`src/sv/tblc_pkg.sv`:
```
// ============================================================================
// tblc_pkg: shared types and constants for the two-button lamp controller
// Register indexes, configuration and item structures and the colour table.
// ============================================================================
package tblc_pkg;

    // Configuration register indexes.
    typedef enum logic [2:0] {
        REG_INITIAL_EFFECT = 3'd0,
        REG_INITIAL_LEVEL  = 3'd1,
        REG_HOLD_MS        = 3'd2,
        REG_HOLD_WINDOW_MS = 3'd3,
        REG_LEVEL_STEP     = 3'd4,
        REG_HUE_STEP       = 3'd5,
        REG_BLINK_PERIOD   = 3'd6,
        REG_SAVE_PERIOD    = 3'd7
    } reg_index_t;

    localparam int unsigned CFG_DATA_W = 16;

    // Effect index that selects the rainbow hue; lower indexes use the table.
    localparam logic [7:0] EFFECT_RAINBOW = 8'd13;

    localparam logic [10:0] PRESS_MAX = 11'd2047;

    // Configuration values used by the item logic.
    typedef struct packed {
        logic [10:0] hold_ms;
        logic [8:0]  hold_window_ms;
        logic [7:0]  level_step;
        logic [15:0] hue_step;
        logic [7:0]  blink_period;
        logic [11:0] save_period;
    } cfg_t;

    // Preset loads that overwrite the working state.
    typedef struct packed {
        logic       load_effect;
        logic       load_level;
        logic [7:0] value;
    } preset_t;

    // One input item.
    typedef struct packed {
        logic ms_tick;
        logic period_event;
        logic button_a_level;
        logic button_b_level;
    } item_t;

    // One result item.
    typedef struct packed {
        logic [7:0]  red;
        logic [7:0]  green;
        logic [7:0]  blue;
        logic        hsv_mode;
        logic [15:0] hue_out;
        logic [7:0]  shown_brightness;
        logic [7:0]  level_out;
        logic [7:0]  effect_out;
        logic        adjust_mode;
        logic        save_strobe;
    } result_t;

    // Fixed colours, packed as red, green, blue from the top byte down.
    function automatic logic [23:0] colour_lookup(input logic [3:0] idx);
        logic [23:0] rgb;
        begin
            rgb = 24'h000000;
            case (idx)
                4'd0:    rgb = {8'd255, 8'd255, 8'd255};
                4'd1:    rgb = {8'd255, 8'd244, 8'd150};
                4'd2:    rgb = {8'd255, 8'd0,   8'd0};
                4'd3:    rgb = {8'd255, 8'd127, 8'd0};
                4'd4:    rgb = {8'd255, 8'd255, 8'd0};
                4'd5:    rgb = {8'd128, 8'd255, 8'd0};
                4'd6:    rgb = {8'd0,   8'd255, 8'd0};
                4'd7:    rgb = {8'd0,   8'd255, 8'd128};
                4'd8:    rgb = {8'd0,   8'd255, 8'd255};
                4'd9:    rgb = {8'd0,   8'd128, 8'd255};
                4'd10:   rgb = {8'd0,   8'd0,   8'd255};
                4'd11:   rgb = {8'd128, 8'd0,   8'd255};
                4'd12:   rgb = {8'd255, 8'd0,   8'd255};
                default: rgb = 24'h000000;
            endcase
            return rgb;
        end
    endfunction

endpackage

```
`src/sv/tblc_cfg.sv`:
```
// ============================================================================
// tblc_cfg: configuration register file
// Holds the run-time settings and raises preset loads for the working state.
// ============================================================================
module tblc_cfg
(
    input  logic                               clk,
    input  logic                               rst_n,
    input  logic                               cfg_we,
    input  logic [2:0]                         cfg_index,
    input  logic [tblc_pkg::CFG_DATA_W-1:0]    cfg_wdata,
    output tblc_pkg::cfg_t                     cfg,
    output tblc_pkg::preset_t                  preset
);

    tblc_pkg::cfg_t cfg_reg;
    tblc_pkg::cfg_t cfg_next;

    // Register decode.
    always_comb
    begin
        cfg_next           = cfg_reg;
        preset.load_effect = 1'b0;
        preset.load_level  = 1'b0;
        preset.value       = cfg_wdata[7:0];
        if (cfg_we)
        begin
            unique case (tblc_pkg::reg_index_t'(cfg_index))
                tblc_pkg::REG_INITIAL_EFFECT: preset.load_effect = 1'b1;
                tblc_pkg::REG_INITIAL_LEVEL:  preset.load_level  = 1'b1;
                tblc_pkg::REG_HOLD_MS:        cfg_next.hold_ms = cfg_wdata[10:0];
                tblc_pkg::REG_HOLD_WINDOW_MS: cfg_next.hold_window_ms = cfg_wdata[8:0];
                tblc_pkg::REG_LEVEL_STEP:     cfg_next.level_step = cfg_wdata[7:0];
                tblc_pkg::REG_HUE_STEP:       cfg_next.hue_step = cfg_wdata[15:0];
                tblc_pkg::REG_BLINK_PERIOD:   cfg_next.blink_period = cfg_wdata[7:0];
                tblc_pkg::REG_SAVE_PERIOD:    cfg_next.save_period = cfg_wdata[11:0];
                default:                      cfg_next = cfg_reg;
            endcase
        end
    end

    // Settings with their reset values.
    always_ff @(posedge clk or negedge rst_n)
    begin
        if (!rst_n)
        begin
            cfg_reg.hold_ms        <= 11'd1000;
            cfg_reg.hold_window_ms <= 9'd20;
            cfg_reg.level_step     <= 8'd32;
            cfg_reg.hue_step       <= 16'd128;
            cfg_reg.blink_period   <= 8'd30;
            cfg_reg.save_period    <= 12'd480;
        end
        else
        begin
            cfg_reg <= cfg_next;
        end
    end

    assign cfg = cfg_reg;

endmodule

```
`src/sv/tblc_step.sv`:
```
// ============================================================================
// tblc_step: lamp state and per-item update
// Holds the lamp state and computes the next state and result of one item.
// ============================================================================
module tblc_step
(
    input  logic                 clk,
    input  logic                 rst_n,
    input  logic                 fire,
    input  tblc_pkg::item_t      item,
    input  tblc_pkg::cfg_t       cfg,
    input  tblc_pkg::preset_t    preset,
    output tblc_pkg::result_t    result
);

    logic        last_a_reg,    last_a_next;
    logic        last_b_reg,    last_b_next;
    logic [10:0] press_reg,     press_next;
    logic        adjust_reg,    adjust_next;
    logic [7:0]  effect_reg,    effect_next;
    logic [7:0]  level_reg,     level_next;
    logic [7:0]  applied_reg,   applied_next;
    logic        phase_reg,     phase_next;
    logic [7:0]  blink_cnt_reg, blink_cnt_next;
    logic [12:0] save_cnt_reg,  save_cnt_next;
    logic [15:0] hue_reg,       hue_next;
    logic [23:0] rgb_reg,       rgb_next;
    logic        is_hsv_reg,    is_hsv_next;
    logic [15:0] snap_reg,      snap_next;
    logic        strobe;

    logic [11:0] window_end;
    logic        in_window_a;
    logic        in_window_b;
    logic [8:0]  step_plus_one;

    assign window_end    = {1'b0, cfg.hold_ms} + {3'b000, cfg.hold_window_ms};
    assign step_plus_one = {1'b0, cfg.level_step} + 9'd1;

    // Item update: millisecond tick, periodic event, button A, button B, colour.
    always_comb
    begin
        last_a_next    = last_a_reg;
        last_b_next    = last_b_reg;
        press_next     = press_reg;
        adjust_next    = adjust_reg;
        effect_next    = effect_reg;
        level_next     = level_reg;
        applied_next   = applied_reg;
        phase_next     = phase_reg;
        blink_cnt_next = blink_cnt_reg;
        save_cnt_next  = save_cnt_reg;
        hue_next       = hue_reg;
        rgb_next       = rgb_reg;
        is_hsv_next    = is_hsv_reg;
        snap_next      = snap_reg;
        strobe         = 1'b0;
        in_window_a    = 1'b0;
        in_window_b    = 1'b0;

        // Press timer, saturating.
        if (item.ms_tick && (press_next != tblc_pkg::PRESS_MAX))
        begin
            press_next = press_next + 11'd1;
        end

        // Periodic event: hue, blink divider and save divider.
        if (item.period_event)
        begin
            hue_next = hue_reg + cfg.hue_step;
            if (blink_cnt_reg > cfg.blink_period)
            begin
                if (adjust_reg && !phase_reg)
                begin
                    applied_next = 8'd1;
                    phase_next   = 1'b1;
                end
                else
                begin
                    applied_next = level_reg;
                    phase_next   = 1'b0;
                end
                blink_cnt_next = 8'd0;
            end
            else
            begin
                blink_cnt_next = blink_cnt_reg + 8'd1;
            end
            if (save_cnt_reg > {1'b0, cfg.save_period})
            begin
                strobe        = 1'b1;
                save_cnt_next = 13'd0;
            end
            else
            begin
                save_cnt_next = save_cnt_reg + 13'd1;
            end
        end

        // Button A: press clears the timer, hold enters adjust, release steps up.
        if (!item.button_a_level && last_a_reg)
        begin
            press_next = 11'd0;
        end
        else if (!item.button_a_level && !last_a_reg)
        begin
            in_window_a = (press_next > cfg.hold_ms) && ({1'b0, press_next} < window_end);
            if (in_window_a)
            begin
                adjust_next = 1'b1;
            end
        end
        else if (item.button_a_level && !last_a_reg)
        begin
            if (adjust_next)
            begin
                if (level_next > (8'd255 - cfg.level_step))
                begin
                    level_next = 8'd255;
                end
                else
                begin
                    level_next = level_next + cfg.level_step;
                end
                applied_next = level_next;
            end
            else
            begin
                effect_next = effect_next + 8'd1;
            end
        end
        last_a_next = item.button_a_level;

        // Button B: press clears the timer, hold leaves adjust, release steps down.
        if (!item.button_b_level && last_b_reg)
        begin
            press_next = 11'd0;
        end
        else if (!item.button_b_level && !last_b_reg)
        begin
            in_window_b = (press_next > cfg.hold_ms) && ({1'b0, press_next} < window_end);
            if (in_window_b)
            begin
                adjust_next = 1'b0;
            end
        end
        else if (item.button_b_level && !last_b_reg)
        begin
            if (adjust_next)
            begin
                if ({1'b0, level_next} < step_plus_one)
                begin
                    level_next = cfg.level_step;
                end
                else
                begin
                    level_next = level_next - cfg.level_step;
                end
                applied_next = level_next;
            end
            else
            begin
                effect_next = effect_next - 8'd1;
            end
        end
        last_b_next = item.button_b_level;

        // Colour selection outside adjust mode; an unknown effect wraps to the first.
        if (!adjust_next)
        begin
            if (effect_next < tblc_pkg::EFFECT_RAINBOW)
            begin
                rgb_next    = tblc_pkg::colour_lookup(effect_next[3:0]);
                is_hsv_next = 1'b0;
            end
            else if (effect_next == tblc_pkg::EFFECT_RAINBOW)
            begin
                is_hsv_next = 1'b1;
                snap_next   = hue_next;
            end
            else
            begin
                effect_next = 8'd0;
            end
        end
    end

    // Result of the item, built from the updated state.
    always_comb
    begin
        result.red              = is_hsv_next ? 8'd0 : rgb_next[23:16];
        result.green            = is_hsv_next ? 8'd0 : rgb_next[15:8];
        result.blue             = is_hsv_next ? 8'd0 : rgb_next[7:0];
        result.hsv_mode         = is_hsv_next;
        result.hue_out          = is_hsv_next ? snap_next : 16'd0;
        result.shown_brightness = applied_next;
        result.level_out        = level_next;
        result.effect_out       = effect_next;
        result.adjust_mode      = adjust_next;
        result.save_strobe      = strobe;
    end

    // State registers; presets must come while no item is in flight; the block does not enforce it.
    always_ff @(posedge clk or negedge rst_n)
    begin
        if (!rst_n)
        begin
            last_a_reg    <= 1'b1;
            last_b_reg    <= 1'b1;
            press_reg     <= 11'd0;
            adjust_reg    <= 1'b0;
            effect_reg    <= 8'd0;
            level_reg     <= 8'd255;
            applied_reg   <= 8'd255;
            phase_reg     <= 1'b0;
            blink_cnt_reg <= 8'd0;
            save_cnt_reg  <= 13'd0;
            hue_reg       <= 16'd0;
            rgb_reg       <= 24'd0;
            is_hsv_reg    <= 1'b0;
            snap_reg      <= 16'd0;
        end
        else if (fire)
        begin
            last_a_reg    <= last_a_next;
            last_b_reg    <= last_b_next;
            press_reg     <= press_next;
            adjust_reg    <= adjust_next;
            effect_reg    <= effect_next;
            level_reg     <= level_next;
            applied_reg   <= applied_next;
            phase_reg     <= phase_next;
            blink_cnt_reg <= blink_cnt_next;
            save_cnt_reg  <= save_cnt_next;
            hue_reg       <= hue_next;
            rgb_reg       <= rgb_next;
            is_hsv_reg    <= is_hsv_next;
            snap_reg      <= snap_next;
        end
        else
        begin
            if (preset.load_effect)
            begin
                effect_reg <= preset.value;
            end
            if (preset.load_level)
            begin
                level_reg   <= preset.value;
                applied_reg <= preset.value;
            end
        end
    end

endmodule

```
`src/sv/two_button_lamp_controller_core.sv`:
```
// ============================================================================
// two_button_lamp_controller_core: two-button lamp controller
// Button, blink, save and colour logic for a lamp, one item per clock unless stalled.
// ============================================================================
//  Channel  Direction  Payload
//  s_*      in         tdata[3:0]: ms_tick, period_event, button_a_level, button_b_level
//  m_*      out        tdata[66:0]: colour, hue, brightness, level, effect, flags
//  cfg_*    in         write enable, 3-bit register index, 16-bit data
//
//  An item is held in the input register and moves on into the result
//  register; one item is taken every cycle unless the result stalls. The
//  state update of one item is a single pass of compares and adds. Reset
//  loads the lamp state with its defaults at once; there is no clearing
//  sweep. A stalled result holds in the result register while the input
//  register still takes one further item.
// ============================================================================
module two_button_lamp_controller_core
(
    input  logic        clk,
    input  logic        rst_n,
    input  logic        s_tvalid,
    output logic        s_tready,
    // [0] ms_tick, [1] period_event, [2] button_a_level, [3] button_b_level
    input  logic [7:0]  s_tdata,
    output logic        m_tvalid,
    input  logic        m_tready,
    // [7:0] red, [15:8] green, [23:16] blue, [24] hsv_mode, [40:25] hue_out,
    // [48:41] shown_brightness, [56:49] level_out, [64:57] effect_out,
    // [65] adjust_mode, [66] save_strobe
    output logic [71:0] m_tdata,
    input  logic        cfg_we,
    input  logic [2:0]  cfg_index,
    input  logic [15:0] cfg_wdata
);

    logic              in_valid_reg;
    tblc_pkg::item_t   in_item_reg;
    logic              out_valid_reg;
    tblc_pkg::result_t out_reg;
    logic              fire;
    tblc_pkg::cfg_t    cfg;
    tblc_pkg::preset_t preset;
    tblc_pkg::result_t result;

    // An item moves on when the result register is free or being emptied.
    assign fire     = in_valid_reg && (!out_valid_reg || m_tready);
    assign s_tready = !in_valid_reg || fire;

    // Input register.
    always_ff @(posedge clk or negedge rst_n)
    begin
        if (!rst_n)
        begin
            in_valid_reg <= 1'b0;
        end
        else if (s_tready)
        begin
            in_valid_reg <= s_tvalid;
        end
    end

    always_ff @(posedge clk)
    begin
        if (s_tready && s_tvalid)
        begin
            in_item_reg.ms_tick        <= s_tdata[0];
            in_item_reg.period_event   <= s_tdata[1];
            in_item_reg.button_a_level <= s_tdata[2];
            in_item_reg.button_b_level <= s_tdata[3];
        end
    end

    tblc_cfg u_cfg
    (
        .clk       (clk),
        .rst_n     (rst_n),
        .cfg_we    (cfg_we),
        .cfg_index (cfg_index),
        .cfg_wdata (cfg_wdata),
        .cfg       (cfg),
        .preset    (preset)
    );

    tblc_step u_step
    (
        .clk    (clk),
        .rst_n  (rst_n),
        .fire   (fire),
        .item   (in_item_reg),
        .cfg    (cfg),
        .preset (preset),
        .result (result)
    );

    // Result register.
    always_ff @(posedge clk or negedge rst_n)
    begin
        if (!rst_n)
        begin
            out_valid_reg <= 1'b0;
        end
        else if (fire)
        begin
            out_valid_reg <= 1'b1;
        end
        else if (m_tready)
        begin
            out_valid_reg <= 1'b0;
        end
    end

    always_ff @(posedge clk)
    begin
        if (fire)
        begin
            out_reg <= result;
        end
    end

    assign m_tvalid = out_valid_reg;
    assign m_tdata  = {5'd0,
                       out_reg.save_strobe,
                       out_reg.adjust_mode,
                       out_reg.effect_out,
                       out_reg.level_out,
                       out_reg.shown_brightness,
                       out_reg.hue_out,
                       out_reg.hsv_mode,
                       out_reg.blue,
                       out_reg.green,
                       out_reg.red};

endmodule

```
`config.mk`:
```
export PLATFORM = sky130hd
export DESIGN_NAME = two_button_lamp_controller_core
export DESIGN_NICKNAME = d
export VERILOG_FILES = /design/src/sv/tblc_pkg.sv /design/src/sv/tblc_cfg.sv /design/src/sv/tblc_step.sv /design/src/sv/two_button_lamp_controller_core.sv
export SDC_FILE = /design/constraint.sdc
export NUM_CORES = 1
export LEC_CHECK = 0
export ABC_AREA = 1
export BUFFER_PORTS_ARGS = -buffer_cell sky130_fd_sc_hd__buf_2
export CAP_MARGIN = 10
export CORE_MARGIN = 3
export CORE_UTILIZATION = 35
export DETAILED_ROUTE_END_ITERATION = 10
export GPL_ROUTABILITY_DRIVEN = 0
export PLACE_DENSITY = 0.53
export SLEW_MARGIN = 20
export SYNTH_ARGS = -nofsm -noshare
export SYNTH_HDL_FRONTEND = slang
export SYNTH_HIERARCHICAL = 1
export SYNTH_SLANG_ARGS = --single-unit
```
`constraint.sdc`:
```
create_clock -name clk -period 8.4 [get_ports clk]
set_input_delay 0 -clock clk [delete_from_list [all_inputs] [get_ports clk]]
set_output_delay 0 -clock clk [all_outputs]
set_load 0.005 [all_outputs]
```
==> Word-level counts from Yosys, hierarchy flattened <==
Memory sizes are Yosys's and may differ from the RTL's.
Index checks and enable logic that the tools add are counted.
{ "classes": {"n_reduce_logical": 33, "n_eq_ne": 9, "mux": 64, "n_addsub": 11, "order_cmp": 9} }
{ "ops": {"columns": ["operator", "n"], "rows": [
  ["2-to-1 mux 8 bit", 38],
  ["2-to-1 mux 16 bit", 4],
  ["2-to-1 mux 24 bit", 2],
  ["2-to-1 mux 11 bit", 3],
  ["less-than comparator 11 x 12 -> 1 bit", 2],
  ["greater-than comparator 11 bit", 2],
  ["adder 16 bit", 1],
  ["adder 8 x 1 -> 8 bit, second input constant", 2],
  ["greater-than comparator 8 bit", 2],
  ["2-to-1 mux 1 bit", 15],
  ["AND reduction 2 bit", 7],
  ["adder 13 x 1 -> 13 bit, second input constant", 1],
  ["greater-than comparator 13 x 12 -> 1 bit", 1],
  ["2-to-1 mux 13 bit", 1],
  ["adder 11 x 9 -> 12 bit", 1],
  ["equality test 3 bit, second input constant", 4],
  ["logical AND 1 bit", 12],
  ["adder 11 x 1 -> 11 bit, second input constant", 1],
  ["!= test 11 bit, second input constant", 1],
  ["adder 8 x 1 -> 9 bit, second input constant", 1],
  ["less-than comparator 8 x 9 -> 1 bit", 1],
  ["adder 8 bit", 1],
  ["equality test 8 x 4 -> 1 bit, second input constant", 1],
  ["less-than comparator 8 x 4 -> 1 bit, second input constant", 1],
  ["other kinds (11)", 21]
]} }
{ "word_totals": {"rom_bits": 384, "wordCells": 163, "ff_bits": 254, "inputBits": 32, "n_memories": 1, "out_inout_bits": 74} }
{ "mem_list": {"columns": ["memory", "words", "width", "read_ports", "rd_ports_with_merged_regs", "wr", "line", "rtl"], "rows": [
  ["(no name shown)", 16, 24, 1, 0, 0, "tblc_pkg.sv:70", "case (idx)"]
]} }

==> Depth between registers and ports, before layout <==
{ "depth": {"depth_word": 17, "depth_mapped": 33, "mapped_depth_nobuf": 32} }

==> Cells and area by module <==
The synthesis kept the hierarchy.
{ "modules_own_cells": {"columns": ["module", "instances", "cells_each", "area_each_um2"], "rows": [
  ["tblc_step", 1, 1610, 10921.7],
  ["tblc_cfg", 1, 299, 2606.2],
  ["two_button_lamp_controller_core", 1, 89, 2268.4]
]} }

==> Worst setup path before layout <==
No wires, ideal clock.
{ "synth_timing": {"path_kind": "reg2reg", "start": "register out_valid_reg (netlist: m_tvalid)", "end": "register u_step.save_cnt_reg[12]", "stages_incl_launch_ff": 10, "t_arrival_ps": 5203, "setup_ps": 131, "path_slack_ps": 3066, "cell_sequence": "dfrtp_1 a21oi_1 clkbuf_1 nand2_1 inv_1 clkbuf_1 nand3_1 nor4_1 xnor2_1 nor2_1"} }
{ "synth_between": {"elab_chain_len": 4} }
{ "synth_lines": {"columns": ["element", "line", "rtl"], "rows": [
  ["from (decl)", "two_button_lamp_controller_core.sv:38", "logic out_valid_reg;"],
  ["from (signal assigned)", "two_button_lamp_controller_core.sv:100", "out_valid_reg <= 1'b0;"],
  ["from (signal assigned)", "two_button_lamp_controller_core.sv:104", "out_valid_reg <= 1'b1;"],
  ["from (signal assigned)", "two_button_lamp_controller_core.sv:108", "out_valid_reg <= 1'b0;"],
  ["zero test 1 bit", "two_button_lamp_controller_core.sv:46", "assign fire = in_valid_reg && (!out_valid_reg || m_tready);"],
  ["logical OR 1 bit", "two_button_lamp_controller_core.sv:46", null],
  ["logical AND 1 bit", "two_button_lamp_controller_core.sv:46", null],
  ["net fire", "two_button_lamp_controller_core.sv:40", "logic fire;"],
  ["AND reduction 2 bit (no line)", null, null],
  ["to (signal assigned)", "tblc_step.sv:234", "save_cnt_reg <= save_cnt_next;"],
  ["to (decl)", "tblc_step.sv:25", "logic [12:0] save_cnt_reg, save_cnt_next;"]
]} }
The timed path passes the listed nets, and every way through them passes these cells.
A chain may end at the register's enable or synchronous reset.

==> reports/results.tsv <==
metric	value	unit
status	completed	
top_reg_cell synth	dfrtp_1	
Final setup viols	0	
Final HPWL DP	28800	um
startpoint types	register	
TNS Setup	0	ns
YS warnings	6	
Synth Cell Area	15800	um2
post-synthesis sequential area ratio	42.8	%
FMAX	0.170	GHz
Final Critical Period	5.88	ns
Clk pin slew, worst setup/hold paths	0.06	ns
Inserted Clock Buffers	30	
r2r endpoint	m_tdata[27]$_DFFE_PP_	
Layout area overhead	15.4	%
Slew @ Worst Pin	1.15	ns
Setup CP Type	register to register	
Arr. time, crit path	6.30	ns
R2R setup slack	2.52	ns
most frequent cells in the layout	nand2_1, inv_1, dfrtp_1	
FF+latch count, synth	254	
CP Max Fanout	27	
Final ANT Viol Nets	0	
met2 wire len	18700	um
Slew Viols, Final	0	
DR vias	13300	
Layout Skew	0.0122	ns
Initial Utilization	35.6	%
worst setup path start	u_cfg/cfg[53]$_DFFE_PN0P_	
remaining global-route overflow	0	
Netlist cell types	50	
max FFs per register	67	
critical path endpoint category	register	
final wirelength	40300	um
1st-iter DRT viols	760	
Avg Synthesized Cell Area	7.91	um2
Post-CTS Resized	0	
IO buf count	96	
setup repair bufs after CTS	0	
die area	47700	um2
I/O Pins	106	
clk_lat worst skew	0.56	ns
hold crit path type	primary input to async pin	
H-tree levels	1	
Post-synth EDFFs	71	
area occupied by multi-input gates	7790	um2
FF+latch area	6760	um2
Leakage	0.00908	uW
relative slew slack	23.2	%
DRC viols	0	
first-pass GRT wire length	65700	um
total power	5770	uW
Core ar.	44400	um2
critical path buffer and inverter count	4	
Die Y	218	um
post-layout net count	2268	
Root Buffer	clkbuf_16	
worst path required time	8.81	ns
DRT Pass-1 Iters	5	
TritonCTS clock tree	done	
die width	218	um
CTS Buffer Depth	3	
vias in the first global route	13100	
max incr delay on CP	0.52	ns
Via density	4.87	
stages on the worst setup path	30	
# rows	77	
top sig layer	met4	
initial antenna violation count	1	
fraction of layout cells with a size suffix above 1	11.4	%
peak supply drop	154	uV
CTS sink count	254	
All-Layer GR Usage	16.9	%
pin count of the biggest net entering global routing	140	
Max-cap violations	0	
# fillers	4513	
drt wl/cell	14.8	um
P per Cell Area	317	nW/um2
most common cell after layout, fill and taps aside	nand2_1	
Synth Instances	1998	
Final Hold Violating Endpoints	0	
Slowest-stage cell, CP	o21ai_0	
cell mode on critical path	nand2_1	
Crit path max-delay family	simple AND/OR/NAND/NOR gates	
WL met1	19300	um
CP Capture Point	m_tdata[27]$_DFFE_PP_	
wire length on met3	1640	um
Worst R2R Path Depth	30	
RSZ-0062 raised after global routing	false	
worst flop-to-flop path startpoint	u_cfg/cfg[53]$_DFFE_PN0P_	
crit share post-route	70.1	%
Post-synth ARST share	72.0	%
## metal layers
metal / global-route usage [%] / vias to the layer above
met3: 2.31 / 47
met4: 3.44 / 0
met2: 28.2 / 229
li1: - / 6736
met5: 0 / -
met1: 23.5 / 6274
## Yosys cell counts, types with 6 or more instances
master,instances,area [um2]
nand4_1,31,194
nand2_2,11,68.8
buf_1,6,22.5
o21ai_0,91,455
edfxtp_1,71,2130
inv_2,7,26.3
dfrtp_1,147,3680
clkbuf_1,26,97.6
xor2_1,41,359
inv_1,232,871
nand2_1,668,2510
o211ai_1,13,97.6
nor3_1,22,110
nand3_1,129,646
nor2_1,100,375
o21bai_1,8,60.1
a21oi_1,98,490
dfstp_2,36,946
buf_4,20,150
buf_2,11,55.1
xnor2_1,14,123
nand3b_1,7,52.6
nand3_2,7,70.1
o22ai_1,6,37.5
nor2_2,7,43.8
nor4_1,7,43.8
ha_1,120,1500
## cell families after synthesis
group / count (synthesis) / synth area share (%)
AND/OR/NAND/NOR: 1005 / 27.0
buffers and inverters: 308 / 8.07
flip-flops: 254 / 42.8
AO/OA/AOI/OAI: 247 / 8.78
adder cells (fa/ha/maj): 124 / 10.0
XOR/XNOR: 55 / 3.05
multiplexers: 4 / 0.253
other: 1 / 0.0237
## area by class of cell
type / instances / area share (%)
Clock inverter: 14 / 0.989
Sequential cell: 254 / 37.1
Multi-Input combinational cell: 1440 / 42.8
Inverter: 241 / 4.96
Antenna cell: 1 / 0.0137
Timing Repair Buffer: 145 / 5.31
Tap cell: 592 / 4.07
Clock buffer: 41 / 4.79
## timing repair
item | in CTS | in global routing
hold endpoints to repair | 185 | 0
hold buffers | 38 | 0
setup endpoints to repair | 0 | 0
## stage by stage
stage / hold slack, ns / setup WS, ns / std cells / utilization (%) / cell area (um2)
2_1_floorplan: -0.296 / 3.07 / 2002 / - / 15800
3_3_place_gp: 0.184 / 2.61 / 2634 / 37.8 / 16800
3_5_place_dp: 0.180 / 2.47 / 2634 / 37.8 / 16800
4_1_cts: 0.127 / 2.44 / 2727 / 41.0 / 18200
5_1_grt: 0.136 / 1.72 / 2728 / 41.0 / 18200
6_report: 0.0997 / 2.52 / 2728 / 41.0 / 18200
## worst reg2reg max path: cells and delay by family (launching register included)
kind / cells / cell delay (ns)
AO/OA/AOI/OAI: 6 / 1.11
XOR/XNOR: 1 / 0.19
adder cells (fa/ha/maj): 4 / 1.17
buffers and inverters: 4 / 0.57
flip-flops: 1 / 0.43
AND/OR/NAND/NOR: 15 / 2.27
## report_power, final
group | total [uW] | internal (uW) | switching (uW) | leakage [uW]
Sequential | 1940 | 1720 | 218 | 0.00298
Clock | 1380 | 846 | 530 | 0.000509
Combinational | 2460 | 883 | 1580 | 0.00559
## how the worst min path moves through the flow
stage	from	depth (start not counted)	endpoint
2_1_floorplan	rst_n	0	in_valid_reg$_DFFE_PN0P_
3_3_place_gp	rst_n	1	u_step/rgb_reg[12]$_DFFE_PN0P_
3_5_place_dp	s_tdata[3]	1	in_item_reg[0]$_DFFE_PP_
4_1_cts	s_tdata[3]	2	in_item_reg[0]$_DFFE_PP_
5_1_grt	s_tdata[3]	2	in_item_reg[0]$_DFFE_PP_
6_report	rst_n	2	u_step/rgb_reg[12]$_DFFE_PN0P_
Note: power is estimated with default switching activity, not from simulation.
